==> src/design/aes_ram.sv <==
// Generic single-port-write, single-port-read RAM with registered read.
// No dependencies.
module aes_ram #(
    parameter int WIDTH = 32,
    parameter int DEPTH = 16
) (
    input  logic                     i_clk,
    input  logic                     i_we,
    input  logic [$clog2(DEPTH)-1:0] i_waddr,
    input  logic [WIDTH-1:0]         i_wdata,
    input  logic [$clog2(DEPTH)-1:0] i_raddr,
    output logic [WIDTH-1:0]         o_rdata
);
    logic [WIDTH-1:0] r_mem [DEPTH];

    // Write port and registered read port
    always_ff @(posedge i_clk) begin
        if (i_we) begin
            r_mem[i_waddr] <= i_wdata;
        end
        o_rdata <= r_mem[i_raddr];
    end
endmodule

==> config.mk <==
export PLATFORM = sky130hd
export DESIGN_NAME = aes_ram
export DESIGN_NICKNAME = d
export VERILOG_FILES = /design/src/design/aes_ram.sv
export SDC_FILE = /design/constraint.sdc
export NUM_CORES = 1
export LEC_CHECK = 0
export BUFFER_PORTS_ARGS = -buffer_cell sky130_fd_sc_hd__buf_2
export CORE_MARGIN = 10
export CORE_UTILIZATION = 51
export CTS_CLUSTER_SIZE = 12
export DETAILED_ROUTE_END_ITERATION = 7
export GPL_ROUTABILITY_DRIVEN = 0
export MAX_ROUTING_LAYER = met4
export PLACE_DENSITY = 0.7
export SYNTH_ARGS = -nofsm -noshare
export SYNTH_HDL_FRONTEND = slang
export SYNTH_SLANG_ARGS = --single-unit
==> constraint.sdc <==
create_clock -name i_clk -period 11.1 [get_ports i_clk]
set_clock_uncertainty 0.05 [all_clocks]
set_input_delay 1.665 -clock i_clk [delete_from_list [all_inputs] [get_ports i_clk]]
set_output_delay 1.665 -clock i_clk [all_outputs]
set_load 0.02 [all_outputs]
After elaboration in Yosys (flattened, before gate mapping)
Memories as Yosys holds them, arrays and structs flattened. A register that Yosys moved wholly into a read port is not among the register bits.
Cells that the tools add are included.

operators by class
  add/subtract/negate cells = 0
  bitwise gates (word level) = 0
  order comparisons = 0
  shift-type cells = 0
  reduce and logical (&&, ||, !) cells = 0
  muxes and demuxes = 2
  multipliers = 0
  eq/ne operators = 0
  div/mod/pow operators = 0

operators with widths
  kind               count
  1-bit two-way mux  2

word-level totals
  bits in latches = 0
  register bits = 0
  bits in read-only memories = 0
  word-level logic and storage cells = 3
  memories = 1
  bits in writable memories = 512

memory list
  memory  depth  width  rd ports  clocked after memory_dff  write ports  RTL line  source
  r_mem   16     32     1         1                         1            14        logic [WIDTH-1:0] r_mem [DEPTH];

Logic depth before layout (Yosys ltp)
  word-level depth = 2
  depth in mapped cells = 5

Worst setup path after synthesis
Ideal clock, no wire load.

  path type = input to register
  start point = input i_waddr[2]
  end point = memory r_mem[0][0] (enable)
  path buffers = 0
  setup slack = 6205 ps
  arrival = 4383 ps
  library setup time = 461 ps
  stages on the path = 2
  cells stage by stage = or3b_2 -> nor3_1

RTL lines
  what         RTL line  source
  from (decl)  9         input logic [$clog2(DEPTH)-1:0] i_waddr,
  to (decl)    14

No word-level cell before the write port.

==> impl_metrics.tcl <==
set metrics [dict create \
    outcome "completed" \
    syn-mean-instance-area_um2 23.7 \
    grtUsageTotal 0.175 \
    leakage_nw 7.22 \
    setup_viol 0 \
    grt_pass1_wl_um 59700 \
    clock.fmax_ghz 0.259 \
    setup_tns_ns 0 \
    hold_violations 0 \
    p_comb_frac 0.049 \
    setup.worst_path.start_class "input port" \
    synth_nets 880 \
    whs_ns 0.616 \
    area_delta_synth_final_pct 13.8 \
    fin_nets 987 \
    pin_count 74 \
    cp_data_arrival_time_ns 4.24 \
    critical_path_class "input port to flip-flop" \
    path_clk_slew_ns 0.06 \
    p_sw_frac 0.202 \
    clock_latency_ns 0.56 \
    fin_crit_ns 3.85 \
    wl_per_cell_um 26.6 \
    post_cts_buffers 0 \
    drive_gt1_frac 0.312 \
    routed_wl_um 40100 \
    p_sw_w 0.000847 \
    rows 72 \
    yosysSeqAreaShare 0.807 \
    grt_pass1_vias 9046 \
    slew_headroom 0.247 \
    synth_cells 838 \
    cts_max_level 2 \
    dieArea_um2 47200 \
    coreArea_um2 38600 \
    antenna_found_initial 3 \
    maxCapViolations 0 \
    syn-cell-area_um2 19900 \
    ys_ff_latch 544 \
    rsz0062_at_grt "false" \
    crit_fanout 82 \
    initial_core_util 0.515 \
    ys_types 18 \
    cts_sinks 544 \
    endpoint_kind "flip-flop" \
    seq_power_share 0.551 \
    place_inst 1407 \
    ant_nets 0 \
    worstHoldPathType "flip-flop to flip-flop" \
    final_common_cell "edfxtp_1" \
    hold_buffers 0 \
    synth_area_leaders "edfxtp_1 77%, mux4_2 15%, dfxtp_1 3.2%" \
    drc_errors 0 \
    ir_drop_uv 130 \
    grt-ovfl-total 0 \
    finalNonFillerCells 1509 \
    hpwlAfterDp_um 18000 \
    vias 8933 \
    p_clk_frac 0.400 \
    power_density_nw_per_um2 186 \
    dr.pass1.iters 5 \
    cts_tree "built" \
    grt_max_degree 83 \
    cts_resized 0 \
    yosys.area.top_type "edfxtp_1" \
    root_buffer "clkbuf_16" \
    worst_pin_slew_ns 1.13 \
    die_h_um 217 \
    cts_buffer_depth 3 \
    yosys_warnings 0 \
    numCtsBuffers 54 \
    period_share 0.347 \
    layout_common_cells "512 x edfxtp_1, 128 x mux4_2, 71 x buf_2, 64 x a22oi_1, 57 x clkbuf_16" \
    slew_viol_final 0 \
    die_w_um 217 \
    numPortBuffers 73 \
    vias_per_cell 5.92 \
    drtIter0Drc 978 \
    p_int_w 0.00335 \
    critPathRequiredTime_ns 11.49 \
    yosysTopAreaCellShare 0.774 \
    n_fill_cell 2764 \
]
[per-stage QoR]
step | power, W | area (um^2) | utilization | setup WS, ns
CTS | 0.00422 | 22600 | 0.586 | 7.16
finish | 0.00419 | 22600 | 0.586 | 7.25
global route | 0.00433 | 22600 | 0.586 | 6.89
floorplan | 0.00248 | 19900 | - | 6.21
detailed placement | 0.00256 | 20900 | 0.543 | 6.56
global placement | 0.00256 | 20900 | 0.543 | 6.60
[path summary, 6_finish.rpt]
path                startpoint     endpoint  slack (ns)  depth (start not counted)
setup / recovery    i_raddr[0]  o_rdata[24]        7.25                          5
hold / removal    r_mem[15][9]   o_rdata[9]        0.62                          3
setup reg to reg  r_mem[0][19]  o_rdata[19]        9.69                          3
hold reg to reg   r_mem[15][9]   o_rdata[9]        0.62                          3
[cell usage after synthesis]
master,number
buf_2,4
edfxtp_1,512
nand3_1,1
buf_6,2
buf_4,11
a22oi_1,64
nand2b_1,2
nor2b_1,2
clkbuf_1,17
nor2_1,13
nor3_1,4
buf_1,9
dfxtp_1,32
mux4_2,128
or3b_2,1
nand2_1,33
and2_1,1
nand3b_1,2
[state kept, by name (all words and copies together), names as in the netlist]
signal / cells
o_rdata: 32
r_mem: 512
[layer usage]
| layer | vias up | GRT usage | routed length [um] |
|---|---|---|---|
| met4 | 0 | 0.0350 | 523 |
| met2 | 403 | 0.257 | 18800 |
| met5 | - | - | 0 |
| met3 | 49 | 0.0326 | 3110 |
| met1 | 4692 | 0.256 | 17700 |
| li1 | 3789 | - | - |
[final cells by class]
type,instances,area [um^2],area share
Clock buffer,92,1600,0.0707
Timing Repair Buffer,94,534,0.0237
Sequential cell,544,16000,0.709
Antenna cell,3,7.51,0.000332
Multi-Input combinational cell,251,3750,0.166
Tap cell,518,648,0.0287
Clock inverter,7,31.3,0.00139
[logic make-up (layout without fill, tap and decap cells)]
family,count (synthesis),after routing,synth area share
and+or+nand+nor,59,59,0.0127
buffers and inverters,43,193,0.0112
AOI/OAI and AO/OA,64,64,0.0242
DFF,544,544,0.807
other,0,3,0
muxes,128,128,0.145
[worst max-delay path, cell delays in order]
cell	delay [ns]
clkbuf_8	0.73
buf_4	0.86
mux4_2	0.60
a22oi_1	0.20
nand2_1	0.08
[power groups by stage]
stage          Clock [W]  Sequential, W  Combinational [W]
2_1_floorplan          0        0.00237           0.000110
3_3_place_gp           0        0.00235           0.000206
3_5_place_dp           0        0.00235           0.000210
4_1_cts          0.00170        0.00231           0.000211
5_1_grt          0.00179        0.00231           0.000224
6_report         0.00168        0.00231           0.000206
(Power assumes the default switching activity.)
